**config.mk**
```make
export PLATFORM = sky130hd
export DESIGN_NAME = sharded_replay_index_sampler
export DESIGN_NICKNAME = d
export VERILOG_FILES = /design/src/hdl/srs_pkg.sv /design/src/hdl/srs_fifo.sv /design/src/hdl/srs_front.sv /design/src/hdl/srs_divmod.sv /design/src/hdl/srs_back.sv /design/src/hdl/sharded_replay_index_sampler.sv
export VERILOG_INCLUDE_DIRS = /design/src /design/src/hdl
export SDC_FILE = /design/constraint.sdc
export NUM_CORES = 2
export LEC_CHECK = 0
export ABC_AREA = 1
export BUFFER_PORTS_ARGS = -buffer_cell sky130_fd_sc_hd__buf_2
export CORE_ASPECT_RATIO = 0.75
export CORE_MARGIN = 1
export CORE_UTILIZATION = 61
export DETAILED_ROUTE_END_ITERATION = 6
export PLACE_DENSITY = 0.84
export SETUP_SLACK_MARGIN = 0.02
export SYNTH_ARGS = -nofsm -noshare
export SYNTH_HDL_FRONTEND = slang
export SYNTH_SLANG_ARGS = --single-unit
```
**constraint.sdc**
```tcl
create_clock -name clk -period 10.95 [get_ports clk]
set_clock_uncertainty 0.05 [all_clocks]
set_input_delay 1.6425 -clock clk [delete_from_list [all_inputs] [get_ports clk]]
set_output_delay 1.6425 -clock clk [all_outputs]
set_load 0.005 [all_outputs]
```
**src/hdl/assert_macros.svh**
```systemverilog
// assertion macros shared by the rtl
`ifndef ASSERT_MACROS_SVH
`define ASSERT_MACROS_SVH

// same-cycle implication, checked out of reset
`define ASSERT_IMP(lbl, ante, cons) \
  lbl: assert property (@(posedge clk) disable iff (rst) (ante) |-> (cons)) \
    else $error("assertion failed");

// next-cycle implication, checked out of reset
`define ASSERT_NEXT(lbl, ante, cons) \
  lbl: assert property (@(posedge clk) disable iff (rst) (ante) |=> (cons)) \
    else $error("assertion failed");

`endif

```
**src/hdl/srs_pkg.sv**
```systemverilog
// types, codes and constants of the sharded replay index sampler
`default_nettype none

package srs_pkg;

  localparam int MAX_SHARDS_DEF  = 16;
  localparam int COUNT_WIDTH_DEF = 32;

  localparam logic [63:0] DEFAULT_SEED = 64'h9e37_79b9_7f4a_7c15;
  localparam int XS_SHL_A = 13;
  localparam int XS_SHR   = 7;
  localparam int XS_SHL_B = 17;

  localparam int SHARDS_REG_W = 5;
  localparam int CFG_IDX_W    = 1;

  localparam logic [1:0] REQ_WRITE_ENTRY = 2'd0;
  localparam logic [1:0] REQ_SAMPLE_GEN  = 2'd1;
  localparam logic [1:0] REQ_SAMPLE_EXT  = 2'd2;
  localparam logic [1:0] REQ_NONE        = 2'd3;

  localparam logic [CFG_IDX_W-1:0] CFG_SHARDS_IN_USE = 1'd0;
  localparam logic [CFG_IDX_W-1:0] CFG_SEED          = 1'd1;

  localparam logic ERR_OK    = 1'b0;
  localparam logic ERR_EMPTY = 1'b1;

  typedef struct packed {
    logic [1:0]  req_type;
    logic [3:0]  entry_index;
    logic [31:0] entry_total;
    logic [63:0] supplied_word;
  } req_item_t;

  typedef struct packed {
    logic [3:0]  shard_sel;
    logic [31:0] game_local;
    logic [31:0] game_global;
    logic [31:0] step_random;
    logic [63:0] sample_word;
    logic        error_code;
  } rsp_item_t;

  // queued command between front and back
  typedef struct packed {
    logic        is_sample;
    logic [3:0]  entry_index;
    logic [31:0] entry_total;
    logic [63:0] word;
  } cmd_t;

  typedef struct packed {
    logic                 write;
    logic [CFG_IDX_W-1:0] index;
    logic [63:0]          data;
  } cfg_wr_t;

  typedef enum logic [2:0] {
    ST_IDLE,
    ST_TOTAL,
    ST_DIV,
    ST_SCAN,
    ST_DONE
  } back_state_t;

  function automatic logic [63:0] xorshift_next(input logic [63:0] s);
    logic [63:0] x;
    x = s;
    x = x ^ (x << XS_SHL_A);
    x = x ^ (x >> XS_SHR);
    x = x ^ (x << XS_SHL_B);
    return x;
  endfunction

endpackage

`default_nettype wire

```
**src/hdl/srs_fifo.sv**
```systemverilog
// two-entry command queue between front and back
`default_nettype none

module srs_fifo (
  input  wire logic          clk,
  input  wire logic          rst,
  input  wire logic          push,
  input  srs_pkg::cmd_t      push_data,
  output logic               full,
  input  wire logic          pop,
  output logic               valid,
  output srs_pkg::cmd_t      pop_data
);
  import srs_pkg::*;

  cmd_t       slots [2];
  logic       wr_ptr;
  logic       rd_ptr;
  logic [1:0] count;

  assign full     = (count == 2'd2);
  assign valid    = (count != 2'd0);
  assign pop_data = slots[rd_ptr];

  always_ff @(posedge clk) begin
    if (push) begin
      slots[wr_ptr] <= push_data;
    end
  end

  always_ff @(posedge clk) begin
    if (rst) begin
      wr_ptr <= 1'b0;
      rd_ptr <= 1'b0;
      count  <= 2'd0;
    end else begin
      if (push) begin
        wr_ptr <= ~wr_ptr;
      end
      if (pop) begin
        rd_ptr <= ~rd_ptr;
      end
      case ({push, pop})
        2'b10: count <= count + 2'd1;
        2'b01: count <= count - 2'd1;
        default: count <= count;
      endcase
    end
  end

endmodule

`default_nettype wire

```
**src/hdl/srs_front.sv**
```systemverilog
// request intake: classifies requests, runs the xorshift generator, feeds the queue
`default_nettype none

module srs_front #(
  parameter int MAX_SHARDS = srs_pkg::MAX_SHARDS_DEF
) (
  input  wire logic          clk,
  input  wire logic          rst,
  input  srs_pkg::cfg_wr_t   cfg,
  input  wire logic          req_valid,
  output logic               req_stall,
  input  srs_pkg::req_item_t req,
  output logic               push,
  output srs_pkg::cmd_t      push_data,
  input  wire logic          q_full
);
  import srs_pkg::*;

  logic [63:0] gen_state;
  logic [63:0] gen_next;
  logic        accept;
  logic        idx_ok;

  assign req_stall = q_full;
  assign accept    = req_valid && !q_full;
  assign gen_next  = xorshift_next(gen_state);
  assign idx_ok    = (32'(req.entry_index) < MAX_SHARDS);

  always_comb begin
    push_data.is_sample   = 1'b1;
    push_data.entry_index = req.entry_index;
    push_data.entry_total = req.entry_total;
    push_data.word        = req.supplied_word;
    push                  = 1'b0;
    case (req.req_type)
      REQ_WRITE_ENTRY: begin
        push_data.is_sample = 1'b0;
        push                = accept && idx_ok;
      end
      REQ_SAMPLE_GEN: begin
        push_data.word = gen_next;
        push           = accept;
      end
      REQ_SAMPLE_EXT: begin
        push = accept;
      end
      default: begin
        push = 1'b0;
      end
    endcase
  end

  always_ff @(posedge clk) begin
    if (rst) begin
      gen_state <= DEFAULT_SEED;
    end else if (cfg.write && cfg.index == CFG_SEED) begin
      gen_state <= (cfg.data == 64'd0) ? DEFAULT_SEED : cfg.data;
    end else if (accept && req.req_type == REQ_SAMPLE_GEN) begin
      gen_state <= gen_next;
    end
  end

endmodule

`default_nettype wire

```
**src/hdl/srs_divmod.sv**
```systemverilog
// restoring divider, one dividend bit per cycle, returns the remainder
`default_nettype none

module srs_divmod #(
  parameter int COUNT_WIDTH = srs_pkg::COUNT_WIDTH_DEF
) (
  input  wire logic                   clk,
  input  wire logic                   rst,
  input  wire logic                   start,
  input  wire logic [63:0]            dividend,
  input  wire logic [COUNT_WIDTH-1:0] divisor,
  output logic                        done,
  output logic [COUNT_WIDTH-1:0]      rem
);
  import srs_pkg::*;

  logic [63:0]            dvd;
  logic [COUNT_WIDTH-1:0] dsr;
  logic [6:0]             count;
  logic                   busy;
  logic [COUNT_WIDTH:0]   trial;
  logic [COUNT_WIDTH:0]   diff;
  logic [COUNT_WIDTH-1:0] rem_next;

  always_comb begin
    trial    = {rem, dvd[63]};
    diff     = trial - {1'b0, dsr};
    rem_next = (trial >= {1'b0, dsr}) ? diff[COUNT_WIDTH-1:0] : trial[COUNT_WIDTH-1:0];
  end

  always_ff @(posedge clk) begin
    if (start) begin
      dvd <= dividend;
      dsr <= divisor;
      rem <= '0;
    end else if (busy) begin
      dvd <= {dvd[62:0], 1'b0};
      rem <= rem_next;
    end
  end

  always_ff @(posedge clk) begin
    if (rst) begin
      busy  <= 1'b0;
      count <= 7'd0;
      done  <= 1'b0;
    end else begin
      done <= busy && (count == 7'd1);
      if (start) begin
        busy  <= 1'b1;
        count <= 7'd64;
      end else if (busy) begin
        count <= count - 7'd1;
        if (count == 7'd1) begin
          busy <= 1'b0;
        end
      end
    end
  end

endmodule

`default_nettype wire

```
**src/hdl/srs_back.sv**
```systemverilog
// sample engine: table memory, modulo by total, linear shard scan, result register
`default_nettype none
`include "assert_macros.svh"

module srs_back #(
  parameter int MAX_SHARDS  = srs_pkg::MAX_SHARDS_DEF,
  parameter int COUNT_WIDTH = srs_pkg::COUNT_WIDTH_DEF
) (
  input  wire logic          clk,
  input  wire logic          rst,
  input  srs_pkg::cfg_wr_t   cfg,
  input  wire logic          q_valid,
  input  srs_pkg::cmd_t      q_data,
  output logic               pop,
  output logic               rsp_valid,
  input  wire logic          rsp_stall,
  output srs_pkg::rsp_item_t rsp
);
  import srs_pkg::*;

  localparam int IDX_W = (MAX_SHARDS > 1) ? $clog2(MAX_SHARDS) : 1;

  back_state_t state, state_next;

  logic [COUNT_WIDTH-1:0] table_mem [MAX_SHARDS];
  logic [COUNT_WIDTH-1:0] rd_data;
  logic [IDX_W-1:0]       rd_addr;
  logic                   mem_we;

  logic [SHARDS_REG_W-1:0] shards_in_use;
  logic [IDX_W-1:0]        last;

  logic [63:0]            word;
  logic [COUNT_WIDTH-1:0] global_idx;
  logic [COUNT_WIDTH-1:0] prev_entry;
  logic [IDX_W-1:0]       scan_idx;
  logic [IDX_W-1:0]       shard;
  logic [31:0]            local_idx;
  logic                   err;
  logic                   hit;
  logic                   load_rsp;

  logic                   div_start;
  logic                   div_done;
  logic [COUNT_WIDTH-1:0] div_rem;

  srs_divmod #(
    .COUNT_WIDTH (COUNT_WIDTH)
  ) u_divmod (
    .clk      (clk),
    .rst      (rst),
    .start    (div_start),
    .dividend (word),
    .divisor  (rd_data),
    .done     (div_done),
    .rem      (div_rem)
  );

  // clamp the shard count to 1..MAX_SHARDS
  always_comb begin
    if (shards_in_use == '0) begin
      last = '0;
    end else if (32'(shards_in_use) > MAX_SHARDS) begin
      last = IDX_W'(MAX_SHARDS - 1);
    end else begin
      last = IDX_W'(shards_in_use - SHARDS_REG_W'(1));
    end
  end

  assign hit = (rd_data > global_idx) || (scan_idx == last);

  always_comb begin
    state_next = state;
    case (state)
      ST_IDLE: begin
        if (q_valid && q_data.is_sample) begin
          state_next = ST_TOTAL;
        end
      end
      ST_TOTAL: begin
        state_next = (rd_data == '0) ? ST_DONE : ST_DIV;
      end
      ST_DIV: begin
        if (div_done) begin
          state_next = ST_SCAN;
        end
      end
      ST_SCAN: begin
        if (hit) begin
          state_next = ST_DONE;
        end
      end
      ST_DONE: begin
        if (!rsp_valid || !rsp_stall) begin
          state_next = ST_IDLE;
        end
      end
      default: state_next = ST_IDLE;
    endcase
  end

  always_comb begin
    pop       = 1'b0;
    mem_we    = 1'b0;
    div_start = 1'b0;
    load_rsp  = 1'b0;
    rd_addr   = scan_idx + IDX_W'(1);
    case (state)
      ST_IDLE: begin
        pop     = q_valid;
        mem_we  = q_valid && !q_data.is_sample;
        rd_addr = last;
      end
      ST_TOTAL: begin
        div_start = (rd_data != '0);
      end
      ST_DIV: begin
        rd_addr = '0;
      end
      ST_DONE: begin
        load_rsp = !rsp_valid || !rsp_stall;
      end
      default: begin
        pop = 1'b0;
      end
    endcase
  end

  always_ff @(posedge clk) begin
    if (mem_we) begin
      table_mem[IDX_W'(q_data.entry_index)] <= COUNT_WIDTH'(q_data.entry_total);
    end
    rd_data <= table_mem[rd_addr];
  end

  always_ff @(posedge clk) begin
    if (rst) begin
      state         <= ST_IDLE;
      shards_in_use <= SHARDS_REG_W'(1);
      rsp_valid     <= 1'b0;
    end else begin
      state <= state_next;
      if (cfg.write && cfg.index == CFG_SHARDS_IN_USE) begin
        shards_in_use <= cfg.data[SHARDS_REG_W-1:0];
      end
      if (load_rsp) begin
        rsp_valid <= 1'b1;
      end else if (!rsp_stall) begin
        rsp_valid <= 1'b0;
      end
    end
  end

  always_ff @(posedge clk) begin
    case (state)
      ST_IDLE: begin
        word <= q_data.word;
      end
      ST_TOTAL: begin
        err <= (rd_data == '0);
      end
      ST_DIV: begin
        global_idx <= div_rem;
        scan_idx   <= '0;
        prev_entry <= '0;
      end
      ST_SCAN: begin
        if (hit) begin
          shard     <= scan_idx;
          // wraps modulo 2^32 on an unsorted table
          local_idx <= 32'(64'(global_idx) - 64'(prev_entry));
        end else begin
          scan_idx   <= scan_idx + IDX_W'(1);
          prev_entry <= rd_data;
        end
      end
      default: begin
        word <= word;
      end
    endcase
  end

  always_ff @(posedge clk) begin
    if (load_rsp) begin
      rsp.sample_word <= word;
      if (err) begin
        rsp.shard_sel   <= '0;
        rsp.game_local  <= '0;
        rsp.game_global <= '0;
        rsp.step_random <= '0;
        rsp.error_code  <= ERR_EMPTY;
      end else begin
        rsp.shard_sel   <= 4'(shard);
        rsp.game_local  <= local_idx;
        rsp.game_global <= 32'(global_idx);
        rsp.step_random <= word[63:32];
        rsp.error_code  <= ERR_OK;
      end
    end
  end

  `ASSERT_NEXT(a_div_follows_start, div_start, state == ST_DIV)
  `ASSERT_IMP(a_scan_in_range, state == ST_SCAN, scan_idx <= last)
  `ASSERT_IMP(a_err_fields_zero, rsp_valid && rsp.error_code == ERR_EMPTY,
              rsp.shard_sel == 4'd0 && rsp.game_global == 32'd0)
  `ASSERT_IMP(a_pop_only_idle, pop, state == ST_IDLE)

endmodule

`default_nettype wire

```
**src/hdl/sharded_replay_index_sampler.sv**
```systemverilog
// sample request: a pop, a read of the last in-use table entry, the bit-serial remainder divider,
// a shard-table scan over up to n entries, a result load; n = shards in use
// table write request: popped and written to the table in the idle state; the queue absorbs 2 requests ahead
// the bit-serial remainder divider sets the sustained rate, one request in flight in the back
// rst (synchronous) clears the queue, state, result valid, shards_in_use to 1 and the
// generator to the default seed; table contents stay undefined until written
`default_nettype none

module sharded_replay_index_sampler #(
  parameter int MAX_SHARDS  = srs_pkg::MAX_SHARDS_DEF,
  parameter int COUNT_WIDTH = srs_pkg::COUNT_WIDTH_DEF
) (
  input  wire logic                           clk,
  input  wire logic                           rst,
  input  wire logic                           cfg_write,
  input  wire logic [srs_pkg::CFG_IDX_W-1:0]  cfg_index,
  input  wire logic [63:0]                    cfg_data,
  input  wire logic                           req_valid,
  output logic                                req_stall,
  input  srs_pkg::req_item_t                  req,
  output logic                                rsp_valid,
  input  wire logic                           rsp_stall,
  output srs_pkg::rsp_item_t                  rsp
);
  import srs_pkg::*;

  cfg_wr_t cfg;
  cmd_t    push_data;
  cmd_t    pop_data;
  logic    push;
  logic    q_full;
  logic    q_valid;
  logic    pop;

  assign cfg.write = cfg_write;
  assign cfg.index = cfg_index;
  assign cfg.data  = cfg_data;

  srs_front #(
    .MAX_SHARDS (MAX_SHARDS)
  ) u_front (
    .clk       (clk),
    .rst       (rst),
    .cfg       (cfg),
    .req_valid (req_valid),
    .req_stall (req_stall),
    .req       (req),
    .push      (push),
    .push_data (push_data),
    .q_full    (q_full)
  );

  srs_fifo u_fifo (
    .clk       (clk),
    .rst       (rst),
    .push      (push),
    .push_data (push_data),
    .full      (q_full),
    .pop       (pop),
    .valid     (q_valid),
    .pop_data  (pop_data)
  );

  srs_back #(
    .MAX_SHARDS  (MAX_SHARDS),
    .COUNT_WIDTH (COUNT_WIDTH)
  ) u_back (
    .clk       (clk),
    .rst       (rst),
    .cfg       (cfg),
    .q_valid   (q_valid),
    .q_data    (pop_data),
    .pop       (pop),
    .rsp_valid (rsp_valid),
    .rsp_stall (rsp_stall),
    .rsp       (rsp)
  );

endmodule

`default_nettype wire

```
==> results.md <==
* Status: complete, but fails checks
* Failing checks: design-rule violations
* PwrDens at 277 nW/um^2
* Fillcell total at 6135
* Post-CTS Setup Inserts at 0
* Cells after synthesis at 4829
* Nets at 5398
* Vias in the first global route at 36.1k
* Sink Count at 1295
* Layout cells sized above 1 at 13.9%
* Max-cap violation count at 0
* Required time worst endpoint at 11.41 ns
* Per-cell routed wire length at 22.9 um
* Clock Tree Buf Depth at 3
* First-pass GRT wire length at 218000 um
* Clock root buffer: clkbuf_16
* Synth top area cells: edfxtp_1 (61%), dfxtp_1 (5.4%), nand2_1 (5.3%), inv_1 (3.6%), o21ai_0 (2.8%)
* Kind of critical path: reg -> reg
* Pre-Repair DR Iteration Count at 7
* Leak Pwr at 24.4 nW
* Hold buffers post-CTS at 0
* Fin crit period at 4.56 ns
* Core area at 90200 um^2
* DP HPWL at 96500 um
* Post-CTS Resized at 0
* CTS tree: done
* Final Hold Viols at 0
* GR Util All Layers at 31.6%
* Clk Latency, worst-skew pair at 0.72 ns
* Startpoint Class: flop
* FP Rows at 95
* Share of the synthesized area in the top cell type at 61.5%
* Initial drt markers at 5406
* RSZ-0062 raised after global routing: no
* Max-slew violation count at 0
* Cell area after synthesis at 55900 um^2
* Setup crit end kind: flop
* Worst min-delay path class: reg -> reg
* Period utilization at 41.6%
* Full die area at 92900 um^2
* Routability Congestion at 0.993
* Unique masters post-synth at 46
* Max VDD drop at 0.343 mV
* Antenna Nets Post-Route at 0
* Worst hold path depth at 0
* Post-synthesis sequential area ratio at 66.9%
* Async SR Flop Fraction at 0%
* Clock Pin Slew Worst Setup and Hold Paths at 0.07 ns
* Crit-path max FO at 260
* Vias per inst at 5.97
* Initial antenna violation count at 5
* Area leader, netlist: edfxtp_1
* CTS buffer count at 116
* Final non-filler cell total at 6442
* Initial Util at 62.0%
* Post-synth top cells: edfxtp_1 (1144), nand2_1 (788), inv_1 (540), nor2_1 (331), o21ai_0 (316)
* Synth warn at 0
* FF-to-FF path depth at 12
* Drt total wl at 148000 um
* Die Height at 264 um
* Die width at 352 um
* Area growth syn-to-layout at 12.4%
* Syn Area/Cell at 11.6 um^2
* Setup violators final at 0
* #FFs+latches synth at 1295
* Placed Cells at 6217
* Setup TNS at 0 ns
* PortBufs at 338
* EDFF count, synth at 1144
* Rel. slew slack at 20.5%
* F_max at 219 MHz
* H-tree Lvls at 3
* I/O pins at 339
* Vias at 38.4k
* Mapped Nets at 5104
* Arrival time worst endpoint at 5.02 ns
* GR Overflow Total at 0
* Worst-Margin Slew at 1.19 ns
* Synth Flop Type: edfxtp_1
* Pin count of the biggest net entering global routing at 261
* Most common cell in the netlist: edfxtp_1
* DRC at 4
[per-stage QoR]
step / utilization (%) / setup slack, ns / hold slack (ns) / cell area (um^2) / power [mW]
after floorplan: - / 1.63 / 0.358 / 55900 / 11.1
after global placement: 65.2 / 6.15 / 0.370 / 58800 / 12.8
after detailed placement: 65.2 / 6.09 / 0.383 / 58800 / 13.0
after CTS: 69.7 / 6.52 / 0.392 / 62800 / 17.3
after global routing: 69.7 / 6.14 / 0.401 / 62900 / 18.2
final: 69.7 / 6.39 / 0.390 / 62900 / 17.4
[where the power goes]
group / switching [mW] / total, mW / internal [mW] / leakage, nW
Sequential: 0.489 / 7.22 / 6.73 / 11.8
Combinational: 4.16 / 5.90 / 1.74 / 10.7
Clock: 1.83 / 4.28 / 2.45 / 1.98
[sequential cells by signal, indices dropped and copies added (netlist names), 2 cells and up, named ones only]
register,cells
u_back.shard,4
u_back.local_idx,32
u_back.rd_data,32
u_back.rsp,165
u_back.shards_in_use,5
u_back.u_divmod.count,7
u_back.state,3
u_back.prev_entry,32
u_back.word,64
u_fifo.slots,202
u_back.table_mem,512
u_back.u_divmod.rem,32
u_fifo.count,2
u_back.u_divmod.dsr,32
u_back.scan_idx,4
u_back.u_divmod.dvd,64
u_back.global_idx,32
u_front.gen_state,64
[cell type report]
cell class / instances / area (um^2) / area share, %
repair buffers: 389 / 2100 / 3.34
multi-input cells: 2774 / 15700 / 25.0
well taps: 1212 / 1520 / 2.41
clock inverters: 63 / 865 / 1.38
clock buffers: 158 / 3200 / 5.09
flip-flops and latches: 1295 / 37400 / 59.5
diodes: 4 / 10.0 / 0.0159
inverters: 547 / 2050 / 3.27
[kinds of logic (layout without fill, tap and decap cells)]
kind of cell	after synthesis	after routing	share of synthesized area, %
compound gates	905	905	9.24
mux	96	96	1.93
simple gates	1460	1460	10.9
xor+xnor	210	210	3.29
flops	1295	1295	66.9
buf+inv	760	1157	5.43
other cells	0	4	0
fa+ha+maj	103	103	2.33
[placed cells by master (no fill, tap or decap), types with 158 or more instances in the layout]
cell      count
nor2_1      309
a21oi_1     302
buf_2       338
nand3_1     217
inv_1       536
nand2_1     786
edfxtp_1   1144
o211ai_1    158
o21ai_0     314
[worst max-delay path: stages (launching register included)]
cell and delay, ns:
dfxtp_1 0.31, inv_2 0.07, nand2_1 0.28, nor2_4 0.16, buf_4 0.42, nand2_4 0.47
nand2_8 0.80, buf_12 0.61, a21oi_1 0.14, o21ai_0 0.15, o211ai_1 0.14, nand3_1 0.15
nand2_1 0.19
[path summary, 6_finish.rpt]
kind | start | to | slack (ns)
hold / removal | u_back.word[62] | u_back.rsp[63] | 0.39
setup reg to reg | u_back.state[2] | u_back.rd_data[1] | 6.39
hold reg to reg | u_back.word[62] | u_back.rsp[63] | 0.39
setup / recovery | u_back.state[2] | u_back.rd_data[1] | 6.39
[routing by layer]
metal | wire length, um | global-route usage (%) | vias to the layer above
li1 | - | - | 17400
met1 | 61000 | 47.6 | 18500
met2 | 66100 | 46.9 | 2232
met5 | 0 | 0 | -
met3 | 15700 | 5.27 | 312
met4 | 4930 | 10.6 | 0
No activity file was read; power rests on OpenSTA's default activity.
